<file path="src/sv/tlt_pkg.sv">
// Package for the track lifecycle tracker: word types, lifecycle and sequencer
// codes, register indexes and fixed-point constants.
// No dependencies.
`default_nettype none

package tlt_pkg;

  // Lifecycle codes as reported in track_state
  typedef enum logic [2:0] {
    LC_PROV = 3'd0,
    LC_CONF = 3'd1,
    LC_PRED = 3'd2,
    LC_OCCL = 3'd3,
    LC_LOST = 3'd4,
    LC_RET  = 3'd5
  } lifecycle_e;

  // Input operation codes
  typedef enum logic [1:0] {
    FUNC_START = 2'd0,
    FUNC_OBS   = 2'd1,
    FUNC_TICK  = 2'd2,
    FUNC_NOP   = 2'd3
  } func_e;

  // Sequencer states
  typedef enum logic [2:0] {
    FSM_IDLE,
    FSM_AGE,
    FSM_EVAL,
    FSM_VDIV,
    FSM_OBSUPD,
    FSM_XTRP,
    FSM_XUPD,
    FSM_EMIT
  } tlt_fsm_e;

  // Configuration register indexes
  typedef enum logic [2:0] {
    CFG_CONFIRM  = 3'd0,
    CFG_PREDICT  = 3'd1,
    CFG_OCCLUDE  = 3'd2,
    CFG_RETIRE   = 3'd3,
    CFG_MAXPRED  = 3'd4,
    CFG_UNUSED_5 = 3'd5,
    CFG_UNUSED_6 = 3'd6,
    CFG_UNUSED_7 = 3'd7
  } cfg_idx_e;

  typedef struct packed {
    logic [1:0]         func;
    logic [62:0]        time_ns;
    logic signed [15:0] obs_x;
    logic signed [15:0] obs_y;
    logic [15:0]        obs_radius;
  } in_item_t;

  typedef struct packed {
    logic [2:0]         track_state;
    logic signed [15:0] est_x;
    logic signed [15:0] est_y;
    logic [15:0]        est_radius;
    logic [19:0]        uncertainty;
    logic               velocity_valid;
    logic [7:0]         obs_total;
    logic [62:0]        age_ns;
  } out_item_t;

  // Time thresholds are held in ns: at most 65535 ms, below 2^36 ns
  localparam int unsigned THR_W    = 36;
  localparam logic [35:0] NS_PER_MS = 36'd1000000;

  // Quotient width of the velocity divide: 17-bit magnitude scaled by 2^32
  localparam int unsigned VQ_W  = 49;
  localparam int unsigned VEL_W = 50;

  // Serial step counts
  localparam logic [5:0] VDIV_LAST = 6'd48;
  localparam logic [5:0] XTRP_LAST = 6'd39;

  // Misses after which a provisional track retires
  localparam logic [1:0] PROV_MISS_LIMIT = 2'd2;

  // Largest product whose scaled-down value does not exceed the 0x20000 clamp
  localparam logic [51:0] XM_LIMIT = 52'h2_0000_FFFF_FFFF;
  localparam logic [17:0] XM_CLAMP = 18'h20000;

  // Uncertainty divisors: ns per px; the quotient of 16 t counts 1/16 px
  localparam logic [20:0] UDIV_SLOW = 21'd1000000;
  localparam logic [20:0] UDIV_FAST = 21'd2000000;

  // Reset values of the registers
  localparam logic [7:0]  RST_CONFIRM = 8'd3;
  localparam logic [35:0] RST_PREDICT = 36'd100000000;
  localparam logic [35:0] RST_OCCLUDE = 36'd500000000;
  localparam logic [35:0] RST_RETIRE  = 36'd2000000000;
  localparam logic [35:0] RST_MAXPRED = 36'd300000000;

endpackage

`default_nettype wire

</file>
<file path="src/sv/track_lifecycle_tracker_unit.sv">
// Track lifecycle tracker top level: sequencer, track state and output word.
// Sequence: accept, age, evaluate, then emit for start, ignored and plain ticks;
// an observation with a positive time step runs a 49-step divide before its update,
// and a coasting tick with positive extrapolation time runs 40 steps before its update.
// One word in flight: the next is taken once the result is registered and no stall holds it.
// Reset clears the track to Retired and loads the register defaults.
`default_nettype none

module track_lifecycle_tracker_unit import tlt_pkg::*; (
  input  wire logic      clk_i,
  input  wire logic      rst_ni,
  input  wire logic      in_valid_i,
  output logic           in_stall_o,
  input  wire in_item_t  in_data_i,
  output logic           out_valid_o,
  input  wire logic      out_stall_i,
  output out_item_t      out_data_o,
  input  wire logic      cfg_valid_i,
  output logic           cfg_ready_o,
  input  wire logic [2:0]  cfg_index_i,
  input  wire logic [15:0] cfg_data_i
);

  tlt_fsm_e fsm_q, fsm_d;
  logic [5:0] cnt_q;

  // configuration
  logic [7:0]       confirm_q;
  logic [THR_W-1:0] pred_thr_q, occl_thr_q, ret_thr_q, maxp_q;

  // track state
  lifecycle_e         life_q;
  logic [7:0]         obs_count_q;
  logic [1:0]         miss_q;
  logic signed [15:0] pos_now_q  [2];
  logic signed [15:0] pos_last_q [2];
  logic [15:0]        radius_q;
  logic [62:0]        last_time_q;
  logic [VEL_W-1:0]   vel_q [2];
  logic               vel_valid_q;
  logic [19:0]        uncert_q;

  // item in work
  in_item_t    item_q;
  logic [63:0] age_q;
  logic        dt_pos_q;
  logic [1:0]  dneg_q;

  // output word
  logic      out_valid_q;
  out_item_t out_q;

  logic accept;
  logic vd_load, vd_step, xm_load, xm_step;

  // evaluation terms
  logic signed [63:0] age_s;
  lifecycle_e         lc_tick;
  logic [63:0]        cap64, t64;
  logic               t_pos, do_pred, dt_pos;
  logic signed [16:0] d_ax [2];
  logic [16:0]        dmag [2];
  logic [48:0]        vmag [2];
  logic [VEL_W-1:0]   vabs [2];
  logic [VQ_W-1:0]    vq [2];
  logic [17:0]        xq [2];
  logic [19:0]        uq;
  logic [7:0]         ncount;
  logic [1:0]         nmiss;
  logic signed [18:0] xsum [2];
  logic signed [15:0] xsat [2];
  logic signed [15:0] obs_ax [2];
  logic [63:0]        age_out;

  assign accept      = in_valid_i && !in_stall_o;
  assign cfg_ready_o = 1'b1;

  // Capture register writes, times scaled to ns
  always_ff @(posedge clk_i or negedge rst_ni) begin
    if (!rst_ni) begin
      confirm_q  <= RST_CONFIRM;
      pred_thr_q <= RST_PREDICT;
      occl_thr_q <= RST_OCCLUDE;
      ret_thr_q  <= RST_RETIRE;
      maxp_q     <= RST_MAXPRED;
    end else if (cfg_valid_i) begin
      unique case (cfg_idx_e'(cfg_index_i))
        CFG_CONFIRM: confirm_q  <= cfg_data_i[7:0];
        CFG_PREDICT: pred_thr_q <= 36'(36'(cfg_data_i) * NS_PER_MS);
        CFG_OCCLUDE: occl_thr_q <= 36'(36'(cfg_data_i) * NS_PER_MS);
        CFG_RETIRE:  ret_thr_q  <= 36'(36'(cfg_data_i) * NS_PER_MS);
        CFG_MAXPRED: maxp_q     <= 36'(36'(cfg_data_i) * NS_PER_MS);
        default: ;
      endcase
    end
  end

  // Evaluate the step from the registered age
  always_comb begin
    age_s  = $signed(age_q);
    dt_pos = age_s > 64'sd0;
    cap64  = {28'd0, maxp_q};
    t64    = (age_s < $signed(cap64)) ? age_q : cap64;
    t_pos  = $signed(t64) > 64'sd0;

    // decay cascade
    lc_tick = life_q;
    if (lc_tick == LC_CONF) lc_tick = LC_PRED;
    if (lc_tick == LC_PRED && age_s >= $signed({28'd0, pred_thr_q})) lc_tick = LC_OCCL;
    if (lc_tick == LC_OCCL && age_s >= $signed({28'd0, occl_thr_q})) lc_tick = LC_LOST;
    if (lc_tick == LC_LOST && age_s >= $signed({28'd0, ret_thr_q}))  lc_tick = LC_RET;
    do_pred = (lc_tick == LC_PRED || lc_tick == LC_OCCL) && t_pos;

    obs_ax[0] = item_q.obs_x;
    obs_ax[1] = item_q.obs_y;
    for (int i = 0; i < 2; i++) begin
      d_ax[i] = 17'(obs_ax[i]) - 17'(pos_last_q[i]);
      dmag[i] = d_ax[i][16] ? 17'(-d_ax[i]) : d_ax[i];
      vabs[i] = vel_q[i][VEL_W-1] ? VEL_W'(-vel_q[i]) : vel_q[i];
      vmag[i] = vabs[i][48:0];
      xsum[i] = 19'(pos_last_q[i]) + (vel_q[i][VEL_W-1] ? -$signed({1'b0, xq[i]})
                                                         : $signed({1'b0, xq[i]}));
      xsat[i] = (xsum[i] > 19'sd32767) ? 16'sh7FFF :
                (xsum[i] < -19'sd32768) ? -16'sh8000 : xsum[i][15:0];
    end

    ncount = (obs_count_q == 8'hFF) ? obs_count_q : 8'(obs_count_q + 8'd1);
    nmiss  = (miss_q == 2'd3) ? miss_q : 2'(miss_q + 2'd1);
  end

  // Divider and multiplier lanes
  for (genvar g = 0; g < 2; g++) begin : g_lane
    tlt_vdiv u_vdiv (
      .clk_i     (clk_i),
      .load_i    (vd_load),
      .step_i    (vd_step),
      .mag_i     (dmag[g]),
      .divisor_i (age_q[62:0]),
      .quot_o    (vq[g])
    );
    tlt_xmul u_xmul (
      .clk_i  (clk_i),
      .load_i (xm_load),
      .step_i (xm_step),
      .mag_i  (vmag[g]),
      .t_i    (t64[35:0]),
      .q_o    (xq[g])
    );
  end

  tlt_udiv u_udiv (
    .clk_i  (clk_i),
    .load_i (xm_load),
    .step_i (xm_step),
    .t_i    (t64[35:0]),
    .fast_i (vel_valid_q),
    .u_o    (uq)
  );

  // Next state
  always_comb begin
    fsm_d = fsm_q;
    unique case (fsm_q)
      FSM_IDLE: if (accept) fsm_d = FSM_AGE;
      FSM_AGE:  fsm_d = FSM_EVAL;
      FSM_EVAL: begin
        unique case (func_e'(item_q.func))
          FUNC_OBS: begin
            if (life_q == LC_LOST || life_q == LC_RET) fsm_d = FSM_EMIT;
            else if (dt_pos) fsm_d = FSM_VDIV;
            else fsm_d = FSM_OBSUPD;
          end
          FUNC_TICK: begin
            if (life_q == LC_RET || life_q == LC_PROV) fsm_d = FSM_EMIT;
            else if (do_pred) fsm_d = FSM_XTRP;
            else fsm_d = FSM_EMIT;
          end
          default: fsm_d = FSM_EMIT;
        endcase
      end
      FSM_VDIV:   if (cnt_q == '0) fsm_d = FSM_OBSUPD;
      FSM_OBSUPD: fsm_d = FSM_EMIT;
      FSM_XTRP:   if (cnt_q == '0) fsm_d = FSM_XUPD;
      FSM_XUPD:   fsm_d = FSM_EMIT;
      FSM_EMIT:   fsm_d = FSM_IDLE;
      default:    fsm_d = FSM_IDLE;
    endcase
  end

  // Sequencer outputs
  always_comb begin
    in_stall_o = (fsm_q != FSM_IDLE) || (out_valid_q && out_stall_i);
    vd_load    = fsm_q == FSM_EVAL;
    xm_load    = fsm_q == FSM_EVAL;
    vd_step    = fsm_q == FSM_VDIV;
    xm_step    = fsm_q == FSM_XTRP;
  end

  // Sequencer and step counter: the step count follows the operation
  always_ff @(posedge clk_i or negedge rst_ni) begin
    if (!rst_ni) begin
      fsm_q <= FSM_IDLE;
      cnt_q <= '0;
    end else begin
      fsm_q <= fsm_d;
      if (fsm_q == FSM_EVAL) begin
        cnt_q <= (func_e'(item_q.func) == FUNC_OBS) ? VDIV_LAST : XTRP_LAST;
      end else if (fsm_q == FSM_VDIV || fsm_q == FSM_XTRP) begin
        cnt_q <= cnt_q - 6'd1;
      end
    end
  end

  // Item capture and age
  always_ff @(posedge clk_i) begin
    if (accept) item_q <= in_data_i;
    if (fsm_q == FSM_AGE) age_q <= {1'b0, item_q.time_ns} - {1'b0, last_time_q};
    if (fsm_q == FSM_EVAL) begin
      dt_pos_q <= dt_pos;
      dneg_q   <= {d_ax[1][16], d_ax[0][16]};
    end
  end

  // Track state updates
  always_ff @(posedge clk_i or negedge rst_ni) begin
    if (!rst_ni) begin
      life_q      <= LC_RET;
      obs_count_q <= '0;
      miss_q      <= '0;
      pos_now_q   <= '{default: '0};
      pos_last_q  <= '{default: '0};
      radius_q    <= '0;
      last_time_q <= '0;
      vel_q       <= '{default: '0};
      vel_valid_q <= 1'b0;
      uncert_q    <= '0;
    end else begin
      unique case (fsm_q)
        FSM_EVAL: begin
          if (func_e'(item_q.func) == FUNC_START) begin
            life_q      <= LC_PROV;
            obs_count_q <= 8'd1;
            miss_q      <= '0;
            pos_now_q   <= '{item_q.obs_x, item_q.obs_y};
            pos_last_q  <= '{item_q.obs_x, item_q.obs_y};
            radius_q    <= item_q.obs_radius;
            last_time_q <= item_q.time_ns;
            vel_q       <= '{default: '0};
            vel_valid_q <= 1'b0;
            uncert_q    <= '0;
          end else if (func_e'(item_q.func) == FUNC_TICK && life_q != LC_RET) begin
            if (life_q == LC_PROV) begin
              miss_q <= nmiss;
              if (nmiss >= PROV_MISS_LIMIT) life_q <= LC_RET;
            end else begin
              life_q <= lc_tick;
            end
          end
        end
        FSM_OBSUPD: begin
          if (dt_pos_q) begin
            for (int i = 0; i < 2; i++) begin
              vel_q[i] <= dneg_q[i] ? VEL_W'(-{1'b0, vq[i]}) : {1'b0, vq[i]};
            end
            vel_valid_q <= 1'b1;
          end
          pos_now_q   <= '{item_q.obs_x, item_q.obs_y};
          pos_last_q  <= '{item_q.obs_x, item_q.obs_y};
          obs_count_q <= ncount;
          miss_q      <= '0;
          uncert_q    <= '0;
          radius_q    <= item_q.obs_radius;
          last_time_q <= item_q.time_ns;
          if (life_q == LC_PROV) begin
            if (ncount >= confirm_q) life_q <= LC_CONF;
          end else if (life_q == LC_PRED || life_q == LC_OCCL) begin
            life_q <= LC_CONF;
          end
        end
        FSM_XUPD: begin
          if (vel_valid_q) pos_now_q <= '{xsat[0], xsat[1]};
          uncert_q <= uq;
        end
        default: ;
      endcase
    end
  end

  // Output word
  always_comb begin
    age_out = {1'b0, item_q.time_ns} - {1'b0, last_time_q};
  end

  always_ff @(posedge clk_i or negedge rst_ni) begin
    if (!rst_ni) begin
      out_valid_q <= 1'b0;
    end else if (fsm_q == FSM_EMIT) begin
      out_valid_q <= 1'b1;
    end else if (!out_stall_i) begin
      out_valid_q <= 1'b0;
    end
  end

  always_ff @(posedge clk_i) begin
    if (fsm_q == FSM_EMIT) begin
      out_q.track_state    <= life_q;
      out_q.est_x          <= pos_now_q[0];
      out_q.est_y          <= pos_now_q[1];
      out_q.est_radius     <= radius_q;
      out_q.uncertainty    <= uncert_q;
      out_q.velocity_valid <= vel_valid_q;
      out_q.obs_total      <= obs_count_q;
      out_q.age_ns         <= ($signed(age_out) > 64'sd0) ? age_out[62:0] : 63'd0;
    end
  end

  assign out_valid_o = out_valid_q;
  assign out_data_o  = out_q;

  // Checks on the sequencer and track state
  a_accept_to_age: assert property (@(posedge clk_i) disable iff (!rst_ni)
    accept |=> fsm_q == FSM_AGE)
    else $error("accepted word did not start the sequence");

  a_emit_slot_free: assert property (@(posedge clk_i) disable iff (!rst_ni)
    fsm_q == FSM_EMIT |-> !out_valid_q)
    else $error("result register still full at emit");

  a_prov_misses: assert property (@(posedge clk_i) disable iff (!rst_ni)
    life_q == LC_PROV |-> miss_q < PROV_MISS_LIMIT)
    else $error("provisional track kept past its miss limit");

  a_live_has_obs: assert property (@(posedge clk_i) disable iff (!rst_ni)
    life_q != LC_RET |-> obs_count_q != 8'd0)
    else $error("live track without observations");

  a_vdiv_count: assert property (@(posedge clk_i) disable iff (!rst_ni)
    fsm_q == FSM_VDIV |-> cnt_q <= VDIV_LAST)
    else $error("divide step count out of range");

endmodule

`default_nettype wire

</file>
<file path="src/sv/tlt_vdiv.sv">
// Velocity divider lane: restoring division, one quotient bit per cycle while stepped.
// Depends on tlt_pkg.
`default_nettype none

module tlt_vdiv import tlt_pkg::*; (
  input  wire logic             clk_i,
  input  wire logic             load_i,
  input  wire logic             step_i,
  input  wire logic [16:0]      mag_i,
  input  wire logic [62:0]      divisor_i,
  output logic      [VQ_W-1:0]  quot_o
);

  logic [VQ_W-1:0] dvd_q;
  logic [62:0]     rem_q, rem_d;
  logic [62:0]     div_q;
  logic [VQ_W-1:0] quot_q;
  logic [63:0]     trial;
  logic            ge;

  // Shift in the next dividend bit and try the subtract
  always_comb begin
    trial = {rem_q, dvd_q[VQ_W-1]};
    ge    = trial >= {1'b0, div_q};
    rem_d = ge ? 63'(trial - {1'b0, div_q}) : trial[62:0];
  end

  // Load operands, then advance one bit per step
  always_ff @(posedge clk_i) begin
    if (load_i) begin
      dvd_q  <= {mag_i, 32'd0};
      div_q  <= divisor_i;
      rem_q  <= '0;
      quot_q <= '0;
    end else if (step_i) begin
      dvd_q  <= {dvd_q[VQ_W-2:0], 1'b0};
      rem_q  <= rem_d;
      quot_q <= {quot_q[VQ_W-2:0], ge};
    end
  end

  assign quot_o = quot_q;

endmodule

`default_nettype wire

</file>
<file path="src/sv/tlt_xmul.sv">
// Extrapolation multiplier lane: velocity times time, one time bit per cycle while
// stepped, MSB first, with a sticky clamp. Depends on tlt_pkg.
`default_nettype none

module tlt_xmul import tlt_pkg::*; (
  input  wire logic        clk_i,
  input  wire logic        load_i,
  input  wire logic        step_i,
  input  wire logic [48:0] mag_i,
  input  wire logic [35:0] t_i,
  output logic      [17:0] q_o
);

  logic [48:0] mag_q;
  logic [39:0] t_q;
  logic [49:0] acc_q;
  logic        sat_q;
  logic [51:0] nxt;

  // Double the sum and add the multiplicand where the time bit is set
  always_comb begin
    nxt = {1'b0, acc_q, 1'b0} + (t_q[39] ? {3'd0, mag_q} : 52'd0);
  end

  // Pad the time to the 40-step sequence; hold the clamp once the sum passes
  // the limit, as it only grows
  always_ff @(posedge clk_i) begin
    if (load_i) begin
      mag_q <= mag_i;
      t_q   <= {4'd0, t_i};
      acc_q <= '0;
      sat_q <= 1'b0;
    end else if (step_i) begin
      t_q <= {t_q[38:0], 1'b0};
      if (!sat_q) begin
        if (nxt > XM_LIMIT) begin
          sat_q <= 1'b1;
        end else begin
          acc_q <= nxt[49:0];
        end
      end
    end
  end

  assign q_o = sat_q ? XM_CLAMP : acc_q[49:32];

endmodule

`default_nettype wire

</file>
<file path="src/sv/tlt_udiv.sv">
// Uncertainty divider: (t * 16) over one of two constant divisors, one quotient bit
// per cycle while stepped, saturated to 20 bits. Depends on tlt_pkg.
`default_nettype none

module tlt_udiv import tlt_pkg::*; (
  input  wire logic        clk_i,
  input  wire logic        load_i,
  input  wire logic        step_i,
  input  wire logic [35:0] t_i,
  input  wire logic        fast_i,
  output logic      [19:0] u_o
);

  logic [39:0] dvd_q;
  logic [20:0] div_q;
  logic [20:0] rem_q, rem_d;
  logic [39:0] quot_q;
  logic [21:0] trial;
  logic        ge;

  // Shift in the next dividend bit and try the subtract
  always_comb begin
    trial = {rem_q, dvd_q[39]};
    ge    = trial >= {1'b0, div_q};
    rem_d = ge ? 21'(trial - {1'b0, div_q}) : trial[20:0];
  end

  always_ff @(posedge clk_i) begin
    if (load_i) begin
      dvd_q  <= {t_i, 4'd0};
      div_q  <= fast_i ? UDIV_FAST : UDIV_SLOW;
      rem_q  <= '0;
      quot_q <= '0;
    end else if (step_i) begin
      dvd_q  <= {dvd_q[38:0], 1'b0};
      rem_q  <= rem_d;
      quot_q <= {quot_q[38:0], ge};
    end
  end

  // Saturate at 2^20 - 1
  assign u_o = (|quot_q[39:20]) ? 20'hFFFFF : quot_q[19:0];

endmodule

`default_nettype wire

</file>
<file path="config.mk">
export PLATFORM = sky130hd
export DESIGN_NAME = track_lifecycle_tracker_unit
export DESIGN_NICKNAME = d
export VERILOG_FILES = /design/src/sv/tlt_pkg.sv /design/src/sv/track_lifecycle_tracker_unit.sv /design/src/sv/tlt_vdiv.sv /design/src/sv/tlt_xmul.sv /design/src/sv/tlt_udiv.sv
export SDC_FILE = /design/constraint.sdc
export NUM_CORES = 2
export LEC_CHECK = 0
export BUFFER_PORTS_ARGS = -buffer_cell sky130_fd_sc_hd__buf_4
export CAP_MARGIN = 15
export CORE_MARGIN = 3
export CORE_UTILIZATION = 40
export CTS_BUF_LIST = sky130_fd_sc_hd__clkbuf_8
export DETAILED_ROUTE_END_ITERATION = 12
export HOLD_SLACK_MARGIN = 0.1
export PLACE_DENSITY = 0.6
export SLEW_MARGIN = 20
export SYNTH_ARGS = -nofsm -noshare
export SYNTH_HDL_FRONTEND = slang
export SYNTH_SLANG_ARGS = --single-unit
</file>
<file path="constraint.sdc">
create_clock -name clk_i -period 20.4 [get_ports clk_i]
set_input_delay 1.02 -clock clk_i [delete_from_list [all_inputs] [get_ports clk_i]]
set_output_delay 1.02 -clock clk_i [all_outputs]
set_load 0.01 [all_outputs]
</file>
# Word level (Yosys, flattened, before mapping)
# Cells that the tools add are included.
totals:
  ff_bits: 1457
  out_inout_bits: 146
  in_bits: 137
  wordCells: 267
classes:
  reduce_logical: 41
  add_sub_neg: 21
  n_bitwise: 4
  magnitude_cmp: 18
  n_mux: 86
  n_eq_ne: 38
  n_mul: 1
op_table:
  columns: ["cell", "count"]
  rows:
  - ["$mux W49", 8]
  - ["$mux W100", 2]
  - ["$pmux W100 S2", 1]
  - ["$ge A64 B37 Y1", 3]
  - ["$gt A64 B1 Y1 const B", 3]
  - ["$mux W63", 3]
  - ["$mux W36", 4]
  - ["$ge A64 B63 Y1", 2]
  - ["$pmux W63 S2", 1]
  - ["$sub A63 B63 Y63", 2]
  - ["$add A51 B52 Y52", 2]
  - ["$gt A52 B50 Y1 const B", 2]
  - ["$mux W50", 2]
  - ["$neg A49 Y50", 2]
  - ["$neg A49 Y49", 2]
  - ["$pmux W32 S3", 1]
  - ["$mux W16", 5]
  - ["$mux W40", 2]
  - ["$lt A64 B37 Y1", 1]
  - ["$mux W32", 2]
  - ["$mux W64", 1]
  - ["$pmux W32 S2", 1]
  - ["$sub A63 B63 Y64", 1]
  - ["$pmux W20 S3", 1]
  - ["other kinds (55)", 155]

# Logic depth before layout (Yosys ltp)
logic_depth:
  depth_word: 18
  mapped_depth: 23
  ltp_nobuf: 23

# Modules after synthesis
# Synthesis repeated with hierarchy kept, for this count alone.
hier_totals:
  hier_cells: 9201
  hier_area_um2: 90455.5
by_module_without_submodules:
  columns: ["mod", "seq_area_each_um2", "area_per_inst_um2", "instances", "cells_each"]
  rows:
  - ["track_lifecycle_tracker_unit", 20149.3, 45762.6, 1, 4482]
  - ["tlt_vdiv", 4644.5, 11292.1, 2, 1269]
  - ["tlt_xmul (g_lane[0].u_xmul)", 3653.5, 8963.6, 1, 908]
  - ["tlt_xmul (g_lane[1].u_xmul)", 3653.5, 8665.8, 1, 883]
  - ["tlt_udiv", 2362.3, 4479.3, 1, 390]

# Worst setup path before layout
# Ideal clock, no wire load.
synth_path:
  path_type: "reg2reg"
  from: "register fsm_q[2]"
  to: "register dneg_q[0], enable pin"
  period_less_slack_ps: 6663
  setup_ps: 594
  path_slack_ps: 13737
  arrival_ps: 6069
  stages_incl_launch_ff: 8
  path_cell_list: "dfrtp_1 -> clkbuf_1 -> nand2b_1 -> inv_1 -> nand2_1 -> inv_2 -> buf_1 -> buf_1"
synth_between:
  elab_chain_len: 1
synth_lines:
  columns: ["item", "line", "rtl"]
  rows:
  - ["from (decl)", "track_lifecycle_tracker_unit.sv:24", "tlt_fsm_e fsm_q, fsm_d;"]
  - ["from (signal assigned)", "track_lifecycle_tracker_unit.sv:205", "fsm_q <= fsm_d;"]
  - ["$eq A3 B2 Y1", "track_lifecycle_tracker_unit.sv:218", "if (fsm_q == FSM_EVAL) begin"]
  - ["to (signal assigned)", "track_lifecycle_tracker_unit.sv:220", "dneg_q <= {d_ax[1][16], d_ax[0][16]};"]
  - ["to (decl)", "track_lifecycle_tracker_unit.sv:47", "logic [1:0] dneg_q;"]
# Every way passes these cells.
# A chain may end at the register's enable or synchronous reset.

# Worst setup path after layout
layout_path:
  from: "input port cfg_data_i[0]"
  to: "register occl_thr_q[34]"
layout_between:
  elab_chain_len: 1
layout_lines:
  columns: ["item", "line", "rtl"]
  rows:
  - ["from (decl)", "track_lifecycle_tracker_unit.sv:21", "input wire logic [15:0] cfg_data_i"]
  - ["$mul A16 B14 Y30", "track_lifecycle_tracker_unit.sv:90", "CFG_OCCLUDE: occl_thr_q <= 36'(36'(cfg_data_i) * NS_PER_MS);"]
  - ["to (signal assigned)", "track_lifecycle_tracker_unit.sv:90", null]
  - ["to (decl)", "track_lifecycle_tracker_unit.sv:29", "logic [THR_W-1:0] pred_thr_q, occl_thr_q, ret_thr_q, maxp_q;"]
# Every way passes these cells.

==> impl_metrics.csv <==
group,metric,value,unit
run_status,status,"complete, no violations",
yosys,ys_warn_count,0,
yosys,synthAdderAreaFrac,11.0,%
grt,grt.busiest_layer,"met2",
yosys,syn-instance-count,8614,
power_and_ir_drop,p_total,14.8,mW
setup_path,r2r_slack,14470,ps
final_layout,stdcell_count,11800,
yosys,synthTopCellsByArea,"edfxtp_1 21%, dfrtp_1 11%, dfxtp_1 9.5%",
sta,fmax,163,MHz
final_layout,fill_cells,19100,
yosys,yosysSeqAreaShare,42.9,%
grt,use_met1,26.7,%
grt,grt_max_degree,143,
final_layout,stdcell_area,91700,um^2
sta,drv_slew,0,
detailed_routing,drtAntennaViolNets,0,
floorplanning,die_x,457,um
sta,hold_viol_final,0,
yosys,synthXorXnorAreaFrac,6.10,%
detailed_routing,routed_wl,220000,um
yosys,synth.top_cells.by_count,"1114 x nand2_1, 862 x o21ai_0, 608 x ha_1, 556 x edfxtp_1, 522 x a21oi_1",
detailed_routing,dr_total_vias,63500,
detailed_routing,post_drt_wl_per_cell,18.7,um
yosys,synth_mux_area_share,2.95,%
setup_path,crit_path_max_fanout,11,
sta,layout_min_cycle_time,6140,ps
clock_network,cts_resized,0,
clock_network,root_buffer,"clkbuf_8",
yosys,synthSimpleGateAreaFrac,14.7,%
clock_network,cts_tree,"done",
floorplanning,die-area,209000,um^2
hold_path,hold_class,"in2reg",
power_and_ir_drop,max-vdd-ir-drop,0.0843,mV
power_and_ir_drop,p_per_area,161,nW/um^2
placement,port_buffers,281,
clock_network,cts_sinks,1358,
final_layout,layout-drive-gt1-share,9.85,%
detailed_routing,drc,0,
floorplanning,ioPinCount,283,
yosys,syn_avg_cell_area,9.43,um^2
setup_path,required,21200,ps
yosys,synth_top_family_by_area,"compound AO/OA/AOI/OAI gates",
sta,slew_headroom,28.1,%
clock_network,cts_buffers,239,
placement,place_area,85900,um^2
placement,dpl.hpwl,161000,um
detailed_routing,via_per_inst,5.40,
grt,track_usage,20.6,%
floorplanning,coreArea,201000,um^2
grt,grt_pass1_wl,349000,um
clock_network,clk_pin_slew,70,ps
floorplanning,initial_core_util,40.4,%
grt,grt_pass1_vias,62800,
grt,met3_usage,2.74,%
grt,antenna_found_initial,4,
sta,fin_setup_tns,0,ps
grt,globalRouteMet2Util,35.4,%
floorplanning,die_height,457,um
yosys,synth_compound_area_share,18.2,%
sta,setup_viol,0,
clock_network,clk_path_buf_depth,3,
yosys,synth_seq_cells,1358,
yosys,syn-cell-area,81300,um^2
sta,skew,53.2,ps
yosys,postSynth.asyncResetShare,30.6,%
yosys,ys_types,94,
clock_network,htreeDepth,4,
grt,grt_overflow,0,
setup_path,cp.arrival,6940,ps
clock_network,post_cts_buffers,0,
setup_path,worst-setup-path-type,"in2reg",
power_and_ir_drop,p_leak,40.0,nW
yosys,synth_edf_count,556,
sta,tightest_slew,1080,ps
yosys,synth_flop_cell,"edfxtp_1",
yosys,synth_nets,9424,
detailed_routing,drt_first_iter_violations,4394,
detailed_routing,drt_first_pass_iters,7,
setup_path,end_kind,"register",
flow_run,maxCapViolCount,0,
yosys,synth_top_area_share,20.5,%
yosys,yosysTopAreaCell,"edfxtp_1",
clock_network,clk_latency,990,ps
floorplanning,core.rowCount,164,
final_layout,num-nets-final,9701,
final_layout,area_growth,12.9,%
setup_path,start_kind,"input port",
sta,fin_crit_sh,30.1,%
yosys,yosysMostFrequentCell,"nand2_1",
placement,routabilityCongestion,0.892,
sta,rsz0062_at_grt,"no",
placement,placed_cells,11200,
-- final cells by class --
cell class,instances,area [um^2],area share (%)
sequential,1358,34900,38.0
tap,2656,3320,3.62
inverter,519,1960,2.13
timing repair buffer,412,3290,3.58
multi-input combinational,6361,43200,47.0
clock buffer,273,3760,4.10
clock inverter,182,1360,1.49
antenna,1,2.50,0.00273
-- cells in the final DEF, fill, tap and decap left out, types with 273 or more instances in the layout --
cell	n
xnor2_1	309
edfxtp_1	556
dfrtp_1	361
a21oi_1	519
dfxtp_1	386
ha_1	607
buf_4	340
o21ai_0	861
nor2_1	370
nand2_1	1109
clkbuf_8	273
inv_1	585
-- layer usage --
metal	routed length, um	vias to the layer above
met5	0	-
met4	6520	0
met3	8880	328
met2	106000	1298
met1	98600	30300
li1	-	31500
-- where the power goes --
group / switching, mW / internal [mW]
clock network: 1.21 / 1.46
logic: 4.57 / 2.89
registers: 0.648 / 4.00
total: 6.43 / 8.35
-- logic make-up after synthesis --
family / count (synthesis)
compound gates: 2372
xor+xnor: 566
fa+ha+maj: 673
buf+inv: 895
flops: 1358
mux: 235
other cells: 1
simple gates: 2514
-- registers in the layout, summed over array words and instances (netlist names), 63 cells and up --
signal and flops:
g_lane.u_xmul.mag_q 98, g_lane.u_xmul.acc_q 100, g_lane.u_vdiv.quot_o 98, out_data_o 143, item_q 113, last_time_q 63, vel_q 100, age_q 64
g_lane.u_vdiv.div_q 63, g_lane.u_vdiv.rem_q 126
-- stage by stage --
stage / hold WS, ps / util, % / worst slack, ps
final: 237 / 45.7 / 14260
after global routing: 144 / 45.7 / 13860
after CTS: 100 / 45.7 / 14340
after detailed placement: 429 / 42.8 / 13370
after global placement: 425 / 42.8 / 13270
after floorplan: 417 / - / 13740
-- worst paths after layout --
path                                 start                    endpoint  cells after the start
max                          cfg_data_i[0]              occl_thr_q[34]                     22
min                          in_data_i[36]                  item_q[36]                      1
max reg2reg                u_udiv.rem_q[3]  g_lane[0].u_xmul.acc_q[37]                     17
min reg2reg                    uncert_q[4]              out_data_o[76]                      0
max in group asynchronous           rst_ni                   vel_q[99]                      5
min in group asynchronous           rst_ni             last_time_q[44]                      2
-- worst max-delay path, cell delays in order --
cell and delay (ps):
buf_4 170, fa_1 540, inv_1 50, fa_1 480, fa_1 560, inv_1 60
fa_1 460, ha_1 290, inv_1 50, fa_1 500, inv_1 40, ha_1 320
a21oi_1 270, nor2_1 70, a221o_1 290, nor4_1 350, o31ai_1 230, nor4_1 290
o31ai_1 170, o41ai_1 320, xor2_1 290, o21ai_0 140
-- repair_timing --
item,in CTS,in global routing
endpoints found under the setup margin,0,0
hold buffers,70,0
endpoints found under the hold margin,113,0
Power figures use the tool's default switching activity.
